--- config.mk ---
export PLATFORM = sky130hd
export DESIGN_NAME = fft_8_point_radix2_core
export DESIGN_NICKNAME = d
export VERILOG_FILES = /design/src/hdl/fft8_pkg.sv /design/src/hdl/fft8_front.sv /design/src/hdl/fft8_frame_fifo.sv /design/src/hdl/fft8_engine.sv /design/src/hdl/fft_8_point_radix2_core.sv
export SDC_FILE = /design/constraint.sdc
export NUM_CORES = 2
export LEC_CHECK = 0
export BUFFER_PORTS_ARGS = -buffer_cell sky130_fd_sc_hd__buf_2
export CAP_MARGIN = 20
export CORE_UTILIZATION = 60
export DETAILED_ROUTE_END_ITERATION = 16
export GPL_TIMING_DRIVEN = 0
export PLACE_DENSITY_LB_ADDON = 0.1
export SETUP_SLACK_MARGIN = 0.5
export SLEW_MARGIN = 25
export SYNTH_ARGS = -nofsm -noshare
export SYNTH_HDL_FRONTEND = slang
export SYNTH_HIERARCHICAL = 1
export SYNTH_SLANG_ARGS = --single-unit
--- constraint.sdc ---
create_clock -name clk -period 35 [get_ports clk]
set_input_delay 1.75 -clock clk [delete_from_list [all_inputs] [get_ports clk]]
set_output_delay 1.75 -clock clk [all_outputs]
set_load 0.005 [all_outputs]
--- src/hdl/fft8_pkg.sv ---
// ----------------------------------------------------------------------------
// fft8_pkg
// Shared constants, types and the twiddle constant for the 8-point FFT core.
// ----------------------------------------------------------------------------
package fft8_pkg;

  // Default sample width and twiddle fraction width.
  localparam int SAMPLE_WIDTH_DEF      = 16;
  localparam int TWIDDLE_FRAC_BITS_DEF = 15;

  // Transform size and result format.
  localparam int NPOINT    = 8;
  localparam int IDX_WIDTH = 3;
  localparam int BIN_WIDTH = 20;

  // Number of complete frames that may wait between the front and back ends.
  localparam int FRAME_FIFO_DEPTH = 2;

  // Last bin and last sample of a frame.
  localparam logic [IDX_WIDTH-1:0] LAST_IDX = IDX_WIDTH'(NPOINT - 1);

  // Butterfly engine sequencer states.
  typedef enum logic [3:0] {
    ENG_IDLE = 4'b0001,
    ENG_ST2  = 4'b0010,
    ENG_TWID = 4'b0100,
    ENG_ST3  = 4'b1000
  } eng_state_t;

  // Round(2^f / sqrt(2)) by an integer square root; evaluated at elaboration.
  function automatic longint unsigned twiddle_c(input int f);
    longint unsigned t;
    longint unsigned c;
    longint unsigned cand;
    t = 64'd1 << (2 * f - 1);
    c = 64'd0;
    for (int b = 31; b >= 0; b--) begin
      cand = c | (64'd1 << b);
      if (cand * cand <= t) begin
        c = cand;
      end
    end
    if (4 * c * c + 4 * c + 1 < 4 * t) begin
      c = c + 1;
    end
    return c;
  endfunction

endpackage

--- src/hdl/fft8_front.sv ---
// ----------------------------------------------------------------------------
// fft8_front
// Collects incoming samples and hands each complete frame to the frame queue.
// ----------------------------------------------------------------------------
module fft8_front #(
  parameter int SAMPLE_WIDTH = fft8_pkg::SAMPLE_WIDTH_DEF
) (
  input  logic                                   clk,
  input  logic                                   rst,
  input  logic                                   push,
  output logic                                   full,
  input  logic signed [SAMPLE_WIDTH-1:0]         sample_re,
  input  logic signed [SAMPLE_WIDTH-1:0]         sample_im,
  input  logic                                   fifo_full,
  output logic                                   frame_push,
  output logic [fft8_pkg::NPOINT*2*SAMPLE_WIDTH-1:0] frame
);

  localparam int SW = 2 * SAMPLE_WIDTH;

  logic [fft8_pkg::IDX_WIDTH-1:0] sample_count;
  logic [fft8_pkg::IDX_WIDTH-1:0] sample_count_next;
  logic [SW-1:0]                  sample_store [fft8_pkg::NPOINT-1];
  logic                           beat;
  logic                           frame_end;

  // The eighth sample can only be taken when the queue has room for the frame.
  assign frame_end  = (sample_count == fft8_pkg::LAST_IDX);
  assign full       = frame_end && fifo_full;
  assign beat       = push && !full;
  assign frame_push = beat && frame_end;

  // The frame is the buffered samples plus the one arriving now.
  always_comb begin
    for (int k = 0; k < fft8_pkg::NPOINT - 1; k++) begin
      frame[k*SW +: SW] = sample_store[k];
    end
    frame[(fft8_pkg::NPOINT-1)*SW +: SW] = {sample_im, sample_re};
  end

  // Sample counter wraps at the end of each frame.
  always_comb begin
    sample_count_next = sample_count;
    if (beat) begin
      sample_count_next = frame_end ? '0 : sample_count + 1'b1;
    end
  end

  always_ff @(posedge clk) begin
    if (rst) begin
      sample_count <= '0;
    end else begin
      sample_count <= sample_count_next;
    end
  end

  // Sample buffer; the final sample goes straight into the frame.
  always_ff @(posedge clk) begin
    if (beat && !frame_end) begin
      sample_store[sample_count] <= {sample_im, sample_re};
    end
  end

endmodule

--- src/hdl/fft8_frame_fifo.sv ---
// ----------------------------------------------------------------------------
// fft8_frame_fifo
// Short queue of complete frames between the front end and the butterfly
// engine.
// ----------------------------------------------------------------------------
module fft8_frame_fifo #(
  parameter int WIDTH = 2 * fft8_pkg::NPOINT * fft8_pkg::SAMPLE_WIDTH_DEF,
  parameter int DEPTH = fft8_pkg::FRAME_FIFO_DEPTH
) (
  input  logic             clk,
  input  logic             rst,
  input  logic             wr_en,
  input  logic [WIDTH-1:0] wr_data,
  output logic             full,
  input  logic             rd_en,
  output logic [WIDTH-1:0] rd_data,
  output logic             empty
);

  localparam int AW = (DEPTH > 1) ? $clog2(DEPTH) : 1;
  localparam int CW = $clog2(DEPTH + 1);
  localparam logic [AW-1:0] PTR_LAST = AW'(DEPTH - 1);
  localparam logic [CW-1:0] CNT_FULL = CW'(DEPTH);

  logic [WIDTH-1:0] slots [DEPTH];
  logic [AW-1:0]    wr_ptr;
  logic [AW-1:0]    rd_ptr;
  logic [CW-1:0]    count;
  logic             do_wr;
  logic             do_rd;

  assign full    = (count == CNT_FULL);
  assign empty   = (count == '0);
  assign do_wr   = wr_en && !full;
  assign do_rd   = rd_en && !empty;
  assign rd_data = slots[rd_ptr];

  // Pointers and occupancy.
  always_ff @(posedge clk) begin
    if (rst) begin
      wr_ptr <= '0;
      rd_ptr <= '0;
      count  <= '0;
    end else begin
      if (do_wr) begin
        wr_ptr <= (wr_ptr == PTR_LAST) ? '0 : wr_ptr + 1'b1;
      end
      if (do_rd) begin
        rd_ptr <= (rd_ptr == PTR_LAST) ? '0 : rd_ptr + 1'b1;
      end
      if (do_wr && !do_rd) begin
        count <= count + 1'b1;
      end else if (do_rd && !do_wr) begin
        count <= count - 1'b1;
      end
    end
  end

  // Frame storage.
  always_ff @(posedge clk) begin
    if (do_wr) begin
      slots[wr_ptr] <= wr_data;
    end
  end

`ifndef NO_ASSERTIONS
  // Occupancy never exceeds the number of slots.
  a_count_range: assert property (@(posedge clk) disable iff (rst)
    count <= CNT_FULL)
    else $error("frame queue occupancy out of range");

  // The front end never offers a frame while the queue is full.
  a_no_overflow: assert property (@(posedge clk) disable iff (rst)
    !(wr_en && full))
    else $error("frame offered to a full queue");

  // A write without a read grows the occupancy by one.
  a_count_grows: assert property (@(posedge clk) disable iff (rst)
    (do_wr && !do_rd) |=> (count == $past(count) + 1'b1))
    else $error("frame queue occupancy did not grow");
`endif

endmodule

--- src/hdl/fft8_engine.sv ---
// ----------------------------------------------------------------------------
// fft8_engine
// Butterfly sequencer: runs the three radix-2 stages on one frame and holds
// the eight bins in a result bank that drains one beat per pop.
// ----------------------------------------------------------------------------
module fft8_engine #(
  parameter int SAMPLE_WIDTH      = fft8_pkg::SAMPLE_WIDTH_DEF,
  parameter int TWIDDLE_FRAC_BITS = fft8_pkg::TWIDDLE_FRAC_BITS_DEF
) (
  input  logic                                        clk,
  input  logic                                        rst,
  input  logic                                        frame_valid,
  input  logic [fft8_pkg::NPOINT*2*SAMPLE_WIDTH-1:0]  frame,
  output logic                                        frame_pop,
  output logic                                        empty,
  input  logic                                        pop,
  output logic signed [fft8_pkg::BIN_WIDTH-1:0]       bin_re,
  output logic signed [fft8_pkg::BIN_WIDTH-1:0]       bin_im,
  output logic [fft8_pkg::IDX_WIDTH-1:0]              bin_index,
  output logic                                        last_bin
);

  localparam int SW = SAMPLE_WIDTH;
  localparam int N  = fft8_pkg::NPOINT;
  localparam int F  = TWIDDLE_FRAC_BITS;
  // Three stages of growth plus headroom for the twiddle rounding.
  localparam int IW = SAMPLE_WIDTH + 4;
  localparam int CW = F + 2;
  localparam int PW = IW + CW;
  localparam longint unsigned CVAL = fft8_pkg::twiddle_c(F);
  localparam logic signed [CW-1:0] C_S  = CW'(CVAL);
  localparam logic signed [PW-1:0] HALF = PW'(1) <<< (F - 1);

  typedef logic signed [IW-1:0] val_t;

  fft8_pkg::eng_state_t state;
  fft8_pkg::eng_state_t state_next;

  val_t wre [N];
  val_t wim [N];
  val_t wre_next [N];
  val_t wim_next [N];
  val_t sre [N];
  val_t sim [N];
  val_t m5r;
  val_t m5i;
  val_t m7r;
  val_t m7i;
  val_t bre_next [N];
  val_t bim_next [N];
  val_t bank_re [N];
  val_t bank_im [N];

  logic                           bank_busy;
  logic                           bank_busy_next;
  logic [fft8_pkg::IDX_WIDTH-1:0] idx;
  logic [fft8_pkg::IDX_WIDTH-1:0] idx_next;
  logic                           bank_free;
  logic                           bank_load;
  logic                           out_beat;

  // Product with the twiddle constant, rounded to nearest (ties upward).
  function automatic val_t mul_round(input val_t x);
    logic signed [PW-1:0] prod;
    logic signed [PW-1:0] rnd;
    prod = PW'(x) * PW'(C_S);
    rnd  = prod + HALF;
    return IW'(rnd >>> F);
  endfunction

  // Unpack the queued frame into widened samples.
  always_comb begin
    for (int k = 0; k < N; k++) begin
      sre[k] = IW'($signed(frame[k*2*SW +: SW]));
      sim[k] = IW'($signed(frame[k*2*SW + SW +: SW]));
    end
  end

  // Result bank handshake.
  assign out_beat  = pop && bank_busy;
  assign bank_free = !bank_busy || (out_beat && idx == fft8_pkg::LAST_IDX);
  assign bank_load = (state == fft8_pkg::ENG_ST3) && bank_free;
  assign frame_pop = (state == fft8_pkg::ENG_IDLE) && frame_valid;

  // Sequencer and the first two butterfly stages, computed in place.
  always_comb begin
    state_next = state;
    wre_next   = wre;
    wim_next   = wim;
    case (state)
      fft8_pkg::ENG_IDLE: begin
        if (frame_valid) begin
          wre_next[0] = sre[0] + sre[4]; wim_next[0] = sim[0] + sim[4];
          wre_next[1] = sre[0] - sre[4]; wim_next[1] = sim[0] - sim[4];
          wre_next[2] = sre[2] + sre[6]; wim_next[2] = sim[2] + sim[6];
          wre_next[3] = sre[2] - sre[6]; wim_next[3] = sim[2] - sim[6];
          wre_next[4] = sre[1] + sre[5]; wim_next[4] = sim[1] + sim[5];
          wre_next[5] = sre[1] - sre[5]; wim_next[5] = sim[1] - sim[5];
          wre_next[6] = sre[3] + sre[7]; wim_next[6] = sim[3] + sim[7];
          wre_next[7] = sre[3] - sre[7]; wim_next[7] = sim[3] - sim[7];
          state_next  = fft8_pkg::ENG_ST2;
        end
      end
      fft8_pkg::ENG_ST2: begin
        wre_next[0] = wre[0] + wre[2]; wim_next[0] = wim[0] + wim[2];
        wre_next[2] = wre[0] - wre[2]; wim_next[2] = wim[0] - wim[2];
        wre_next[1] = wre[1] + wim[3]; wim_next[1] = wim[1] - wre[3];
        wre_next[3] = wre[1] - wim[3]; wim_next[3] = wim[1] + wre[3];
        wre_next[4] = wre[4] + wre[6]; wim_next[4] = wim[4] + wim[6];
        wre_next[6] = wre[4] - wre[6]; wim_next[6] = wim[4] - wim[6];
        wre_next[5] = wre[5] + wim[7]; wim_next[5] = wim[5] - wre[7];
        wre_next[7] = wre[5] - wim[7]; wim_next[7] = wim[5] + wre[7];
        state_next  = fft8_pkg::ENG_TWID;
      end
      fft8_pkg::ENG_TWID: begin
        state_next = fft8_pkg::ENG_ST3;
      end
      fft8_pkg::ENG_ST3: begin
        if (bank_free) begin
          state_next = fft8_pkg::ENG_IDLE;
        end
      end
      default: begin
        state_next = fft8_pkg::ENG_IDLE;
      end
    endcase
  end

  // Final stage into natural bin order.
  always_comb begin
    bre_next[0] = wre[0] + wre[4]; bim_next[0] = wim[0] + wim[4];
    bre_next[4] = wre[0] - wre[4]; bim_next[4] = wim[0] - wim[4];
    bre_next[1] = wre[1] + m5r;    bim_next[1] = wim[1] + m5i;
    bre_next[5] = wre[1] - m5r;    bim_next[5] = wim[1] - m5i;
    bre_next[2] = wre[2] + wim[6]; bim_next[2] = wim[2] - wre[6];
    bre_next[6] = wre[2] - wim[6]; bim_next[6] = wim[2] + wre[6];
    bre_next[3] = wre[3] + m7r;    bim_next[3] = wim[3] + m7i;
    bre_next[7] = wre[3] - m7r;    bim_next[7] = wim[3] - m7i;
  end

  // Bank occupancy and read index.
  always_comb begin
    bank_busy_next = bank_busy;
    idx_next       = idx;
    if (bank_load) begin
      bank_busy_next = 1'b1;
      idx_next       = '0;
    end else if (out_beat) begin
      idx_next = idx + 1'b1;
      if (idx == fft8_pkg::LAST_IDX) begin
        bank_busy_next = 1'b0;
      end
    end
  end

  always_ff @(posedge clk) begin
    if (rst) begin
      state     <= fft8_pkg::ENG_IDLE;
      bank_busy <= 1'b0;
      idx       <= '0;
    end else begin
      state     <= state_next;
      bank_busy <= bank_busy_next;
      idx       <= idx_next;
    end
  end

  // Working values, twiddle products and the result bank.
  always_ff @(posedge clk) begin
    wre <= wre_next;
    wim <= wim_next;
    if (state == fft8_pkg::ENG_TWID) begin
      m5r <= mul_round(wre[5] + wim[5]);
      m5i <= mul_round(wim[5] - wre[5]);
      m7r <= mul_round(wim[7] - wre[7]);
      m7i <= mul_round(-(wre[7] + wim[7]));
    end
    if (bank_load) begin
      bank_re <= bre_next;
      bank_im <= bim_next;
    end
  end

  // Result beat.
  assign empty     = !bank_busy;
  assign bin_re    = fft8_pkg::BIN_WIDTH'(bank_re[idx]);
  assign bin_im    = fft8_pkg::BIN_WIDTH'(bank_im[idx]);
  assign bin_index = idx;
  assign last_bin  = (idx == fft8_pkg::LAST_IDX);

`ifndef NO_ASSERTIONS
  // An idle bank always restarts at bin zero.
  a_idle_index: assert property (@(posedge clk) disable iff (rst)
    !bank_busy |-> (idx == '0))
    else $error("result bank idle with nonzero index");

  // A finished frame that finds the bank free is presented on the next cycle.
  a_bank_fill: assert property (@(posedge clk) disable iff (rst)
    bank_load |=> (bank_busy && idx == '0))
    else $error("result bank not filled after final stage");
`endif

endmodule

--- src/hdl/fft_8_point_radix2_core.sv ---
// ----------------------------------------------------------------------------
// fft_8_point_radix2_core
// Streaming 8-point radix-2 decimation-in-time FFT with queue-style ports.
//
//   channel   direction  handshake     payload
//   samples   in         push / full   sample_re, sample_im
//   bins      out        pop / empty   bin_re, bin_im, bin_index, last_bin
//
// A sample beat is taken every cycle; full rises only on the eighth sample of
// a frame while both frame queue slots are occupied. The butterfly engine
// steps each frame through ENG_IDLE, ENG_ST2, ENG_TWID and ENG_ST3, and the
// result bank drains one bin per pop, so the engine can work on the next frame
// while the bank drains. The first bin appears once the eighth sample has passed
// the frame queue, ENG_ST2, ENG_TWID and ENG_ST3 into the result bank. Reset is
// synchronous; the sample buffer is not cleared. A stall on pop holds the current
// bin; upstream keeps flowing until the frame queue fills.
// ----------------------------------------------------------------------------
module fft_8_point_radix2_core #(
  parameter int SAMPLE_WIDTH      = fft8_pkg::SAMPLE_WIDTH_DEF,
  parameter int TWIDDLE_FRAC_BITS = fft8_pkg::TWIDDLE_FRAC_BITS_DEF
) (
  input  logic                                  clk,
  input  logic                                  rst,
  input  logic                                  push,
  output logic                                  full,
  input  logic signed [SAMPLE_WIDTH-1:0]        sample_re,
  input  logic signed [SAMPLE_WIDTH-1:0]        sample_im,
  output logic                                  empty,
  input  logic                                  pop,
  output logic signed [fft8_pkg::BIN_WIDTH-1:0] bin_re,
  output logic signed [fft8_pkg::BIN_WIDTH-1:0] bin_im,
  output logic [fft8_pkg::IDX_WIDTH-1:0]        bin_index,
  output logic                                  last_bin
);

  localparam int FW = fft8_pkg::NPOINT * 2 * SAMPLE_WIDTH;

  logic          fifo_full;
  logic          fifo_empty;
  logic          frame_push;
  logic          frame_pop;
  logic [FW-1:0] frame_in;
  logic [FW-1:0] frame_out;

  // Sample collection.
  fft8_front #(
    .SAMPLE_WIDTH (SAMPLE_WIDTH)
  ) u_front (
    .clk        (clk),
    .rst        (rst),
    .push       (push),
    .full       (full),
    .sample_re  (sample_re),
    .sample_im  (sample_im),
    .fifo_full  (fifo_full),
    .frame_push (frame_push),
    .frame      (frame_in)
  );

  // Frame queue between collection and computation.
  fft8_frame_fifo #(
    .WIDTH (FW),
    .DEPTH (fft8_pkg::FRAME_FIFO_DEPTH)
  ) u_fifo (
    .clk     (clk),
    .rst     (rst),
    .wr_en   (frame_push),
    .wr_data (frame_in),
    .full    (fifo_full),
    .rd_en   (frame_pop),
    .rd_data (frame_out),
    .empty   (fifo_empty)
  );

  // Butterfly engine and result bank.
  fft8_engine #(
    .SAMPLE_WIDTH      (SAMPLE_WIDTH),
    .TWIDDLE_FRAC_BITS (TWIDDLE_FRAC_BITS)
  ) u_engine (
    .clk         (clk),
    .rst         (rst),
    .frame_valid (!fifo_empty),
    .frame       (frame_out),
    .frame_pop   (frame_pop),
    .empty       (empty),
    .pop         (pop),
    .bin_re      (bin_re),
    .bin_im      (bin_im),
    .bin_index   (bin_index),
    .last_bin    (last_bin)
  );

endmodule

======== After elaboration in Yosys (flattened, before gate mapping) ========
Memory sizes are Yosys's and may differ from the RTL's. A register that Yosys moved wholly into a read port is not among the register bits.
Index checks and enable logic that the tools add are counted.
storage, ports and cells
  memories kept ........................... 2
  memory bits (writable) .................. 736
  memory bits (read-only) ................. 0
  input port bits ......................... 36
  latch bits .............................. 0
  register bits ........................... 735
  output and inout bits ................... 46
  logic and storage cells ................. 179
memory list
  name                  depth  width  read ports  clocked after memory_dff  wr ports  line                   RTL
  u_fifo.slots          2      256    1           1                         1         fft8_frame_fifo.sv:25  logic [WIDTH-1:0] slots [DEPTH];
  u_front.sample_store  7      32     7           0                         1         fft8_front.sv:23       logic [SW-1:0] sample_store [fft8_pkg::NPOINT-1];
operators by class
  reduce and logical (&&, ||, !) cells .... 29
  add/subtract/negate cells ............... 63
  muxes and demuxes ....................... 27
  bitwise operators ....................... 1
  shift-type cells ........................ 0
  div/mod/pow operators ................... 0
  eq/ne operators ......................... 9
  multipliers ............................. 4
  $lt $le $gt $ge ......................... 1
operators by type and width
  kind                      number
  $pmux W160 S2             2
  $add A20 B20 Y20          18
  $sub A20 B20 Y20          18
  $mux W160                 2
  $add A35 B16 Y35 const B  4
  $add A16 B16 Y17          8
  $mul A20 B15 Y34 const B  4
  $sub A16 B16 Y17          8
  $bmux W20 S3              2
  $mux W20                  4
  $neg A20 Y20              1
  $pmux W4 S4               1
  $logic_and A1 B1 Y1       12
  $mux W1                   11
  $mux W4                   2
  $reduce_bool A2 Y1        4
  $logic_not A1 Y1          7
  $add A3 B1 Y3 const B     2
  $eq A3 B3 Y1 const B      2
  $reduce_and A2 Y1         3
  $eq A4 B1 Y1 const B      1
  $eq A4 B2 Y1 const B      1
  $eq A4 B3 Y1 const B      1
  $eq A4 B4 Y1 const B      1
  other kinds (13)          15

======== Depth between registers and ports, before layout ========
  word-level depth ........................ 10
  gate-level depth with buffers ........... 36
  mapped depth without buffers ............ 36

======== By module ========
Netlist, hierarchy kept.
modules (own cells, without submodules)
  module                   instances  area an instance (µm²)  cells an instance  sequential area each (µm²)
  fft8_engine              1          86825.8                 9423               21540.7
  fft8_frame_fifo          1          18780.5                 821                15474.8
  fft8_front               1          7198.2                  284                6786.5
  fft_8_point_radix2_core  1          3.8                     1                  0.0

======== Worst setup path after synthesis ========
No wires, ideal clock.
  path type ............................... input to register
  start point ............................. input port pop
  end point ............................... register u_engine.idx, in the netlist u_engine/bin_index[0]
  path slack .............................. 18.669 ns
  data arrival time ....................... 16.195 ns
  data required time ...................... 34.864 ns
  buffers on the path ..................... 0
  stages .................................. 4
  library setup time ...................... 0.136 ns
  cell sequence ........................... a21oi_1 > nor2_1 > or2_2 > nor2_1
between the ends
  longest elaborated chain between the ends .. 5
RTL lines
  what                               line                           RTL
  from (decl)                        fft_8_point_radix2_core.sv:29  input logic pop,
  $logic_and A1 B1 Y1 *              fft8_engine.sv:80              assign out_beat = pop && bank_busy;
  $logic_and A1 B1 Y1                fft8_engine.sv:81              assign bank_free = !bank_busy || (out_beat && idx == fft8_pkg::LAST_IDX);
  $logic_or A1 B1 Y1                 fft8_engine.sv:81
  $logic_and A1 B1 Y1                fft8_engine.sv:82              assign bank_load = (state == fft8_pkg::ENG_ST3) && bank_free;
  $reduce_or A2 Y1 (no source line)  -
  to (signal assigned)               fft8_engine.sv:164             idx <= idx_next;
  to (decl)                          fft8_engine.sv:56              logic [fft8_pkg::IDX_WIDTH-1:0] idx;
Mark *: on every way between the ends. The rest lies on a longest branch, timed or not.
A chain may end at the register's enable or synchronous reset.

======== Final worst setup path ========
  start point ............................. register u_engine/wre[1] (netlist name)
  end point ............................... register u_engine.m7i[18] (data pin)
between the ends
  longest elaborated chain between the ends .. 4
RTL lines
  what                    line                RTL
  from (decl)             fft8_engine.sv:39   val_t wre [N];
  from (signal assigned)  fft8_engine.sv:170  wre <= wre_next;
  $add A20 B20 Y20        fft8_engine.sv:176  m7i <= mul_round(-(wre[7] + wim[7]));
  $neg A20 Y20            fft8_engine.sv:176
  $mul A20 B15 Y34        fft8_engine.sv:66   prod = PW'(x) * PW'(C_S);
  $add A35 B16 Y35        fft8_engine.sv:67   rnd = prod + HALF;
  to (signal assigned)    fft8_engine.sv:176
  to (decl)               fft8_engine.sv:48   val_t m7i;
Every way passes these cells.

==> metrics.yaml <==
detail-route-antenna-nets: 0
clk-insertion-delay-late_ns: 0.85
pre_cts_ws_ns: 23.93
slowest_stage: "xor2_1"
grt_pass1_vias: 79700
crit_end: "u_engine/m7i[18]"
cts_root_buf: "clkbuf_16"
clock_path_buffers: 3
vias_per_cell: 6.14
yosysSeqAreaShare: 0.388
synth_nets: 12400
setup_ws_ns: 23.85
core_area_um2: 186000
cp_slowest_stage_delay_ns: 0.88
dr.pass1.iters: 8
overflow: 0
r2r_cells: 33
dieArea_um2: 190000
area_growth_pct: 10.1
holdCritStartpoint: "u_front/sample_store[0][17]"
post_cts_resized: 0
dp_cells: 13200
syn_area_per_cell_um2: 10.7
dieHeight_um: 436
hp-class: "reg2reg"
wl_per_cell_um: 27.2
drive_gt1_frac: 0.0952
drv_slew: 0
vdd_drop_max_uv: 60.3
vias: 82900
io_pins: 82
port_buffers: 81
grt_usage: 0.381
hold_buffers: 0
clock.fmax_ghz: 0.0897
rsz0062_at_grt: "no"
drc: 0
synth_area_leaders: "edfxtp_1 39%, ha_1 17%, fa_1 6.0%"
dp_hpwl_um: 299000
drtIter0Drc: 8889
start_util: 0.606
cts_sinks: 1464
timing.rr.end: "u_engine/m7i[18]"
setup_tns_ns: 0
final_cell_mix: "1,516 x ha_1, 1,448 x edfxtp_1, 1,368 x inv_1"
fin_crit_sh: 0.319
fill_cells: 14200
path_class: "reg2reg"
cts_setup_buffers: 0
cts_tree: "yes"
synth_edf_count: 1448
nets: 12800
r2r_setup_slack_ns: 23.85
die_w_um: 436
relSlewSlack: 0.151
fin_util: 0.667
synth_top_flop_cell: "edfxtp_1"
synth_top_cell_by_area: "edfxtp_1"
clk_transition_reported_paths_ns: 0.07
routed_wl_um: 366000
final_hold_viol_count: 0
num_rows: 158
syn_area_um2: 113000
critPathLaunch: "u_engine/wre[1]"
cp_max_fo: 18
skew_ns: 0.0663
cp.arrival_ns: 11.64
power_density_nw_per_um2: 30.8
grt_max_degree: 95
syn_inst: 10500
p_leak_nw: 51.6
tightestPinTransition_ns: 1.26
min_period_ns: 11.15
yosysUniqueCellTypes: 95
globalplace.congestion: 1.03
status: "finished clean"
synth_top_area_share: 0.385
cts-htree-levels: 4
cp.required_ns: 35.49
grt_pass1_wl_um: 524000
layoutNonFillerInstCount: 13500
start_kind: "register"
end_kind: "register"
async_flop_share: 0
layout_commonest_cell: "ha_1"
setup_viol: 0
antenna_found_initial: 35
ys_warn_count: 6
ys_seq_elements: 1464
rr_startpoint: "u_engine/wre[1]"
cts_buffers: 162
cap_violations: 0
==> worst min path at each step <==
stage,end,slack (ns),depth (start not counted)
global route,u_fifo/slots[1][17],0.42,0
global placement,u_fifo/slots[0][32],0.42,0
finish,u_fifo/slots[0][17],0.41,0
detailed placement,u_fifo/slots[0][170],0.43,0
floorplan,u_fifo/slots[0][0],0.42,0
CTS,u_fifo/slots[1][17],0.41,0
==> kinds of logic after synthesis <==
logic type | synth area share
flip-flops | 0.388
AND/OR/NAND/NOR | 0.0927
buffers and inverters | 0.0588
XOR/XNOR | 0.0703
adder cells (fa/ha/maj) | 0.229
multiplexers | 0.0475
AO/OA/AOI/OAI | 0.114
==> cell type report <==
class,instances,area [µm²],share of cell area
Clock inverter,115,1540,0.0124
Multi-Input combinational cell,7387,62800,0.506
Inverter,1371,5160,0.0415
Sequential cell,1464,43800,0.353
Antenna cell,8,20.0,0.000161
Timing Repair Buffer,166,2040,0.0165
Buffer,307,1540,0.0124
Clock buffer,187,4160,0.0335
Tap cell,2480,3100,0.0250
==> cell usage after synthesis, types with 54 or more instances <==
cell and count:
or3_1 80, nand2b_1 130, nor3_1 204, edfxtp_1 1448
fa_1 340, o21ai_0 616, mux4_2 78, xnor2_1 624
o31ai_1 60, mux2_2 294, nor2_1 741, a31oi_1 60
clkbuf_1 208, and3_1 98, nand2_1 335, o21a_1 54
inv_1 1370, nor2b_1 166, o21bai_1 142, xor2_1 275
ha_1 1516, nand3_1 123, a21oi_1 688, a21o_1 65
==> worst max-delay path: cells and delay by family, from the launching register on <==
kind / cells / cell delay (ns)
XOR/XNOR: 3 / 1.82
flip-flops: 1 / 0.49
AND/OR/NAND/NOR: 4 / 0.63
AO/OA/AOI/OAI: 11 / 2.95
adder cells (fa/ha/maj): 10 / 3.98
buffers and inverters: 5 / 0.96
==> per-stage QoR <==
step | hold WS [ns] | power, W | area (µm²)
final | 0.412 | 0.00382 | 124000
after global routing | 0.415 | 0.00391 | 124000
after CTS | 0.414 | 0.00384 | 124000
after detailed placement | 0.429 | 0.00204 | 118000
after global placement | 0.422 | 0.00204 | 116000
after floorplan | 0.421 | 0.00201 | 113000
==> power by group <==
part	switching (W)	leakage, nW	internal, W	total [W]
Clock	0.000775	2.74	0.00104	0.00182
Combinational	0.0000567	35.6	0.0000310	0.0000878
Sequential	0.00000286	13.2	0.00191	0.00192
Total	0.000835	51.6	0.00299	0.00382
==> layer usage <==
metal	track usage	wire [µm]
met2	0.575	158000
met3	0.0674	33400
met5	0	41
met4	0.229	25800
met1	0.514	149000
==> state kept, by name, indices dropped and copies added, names as in the netlist, 20 cells and up, named ones only <==
register              count
u_fifo/slots            512
u_engine/m7i             20
u_engine/m5i             20
u_engine/bank_im        156
u_engine/m7r             20
u_front/sample_store    224
u_engine/m5r             20
u_engine/bank_re        156
u_engine/wre            160
u_engine/wim            160
(Power assumes the default switching activity.)
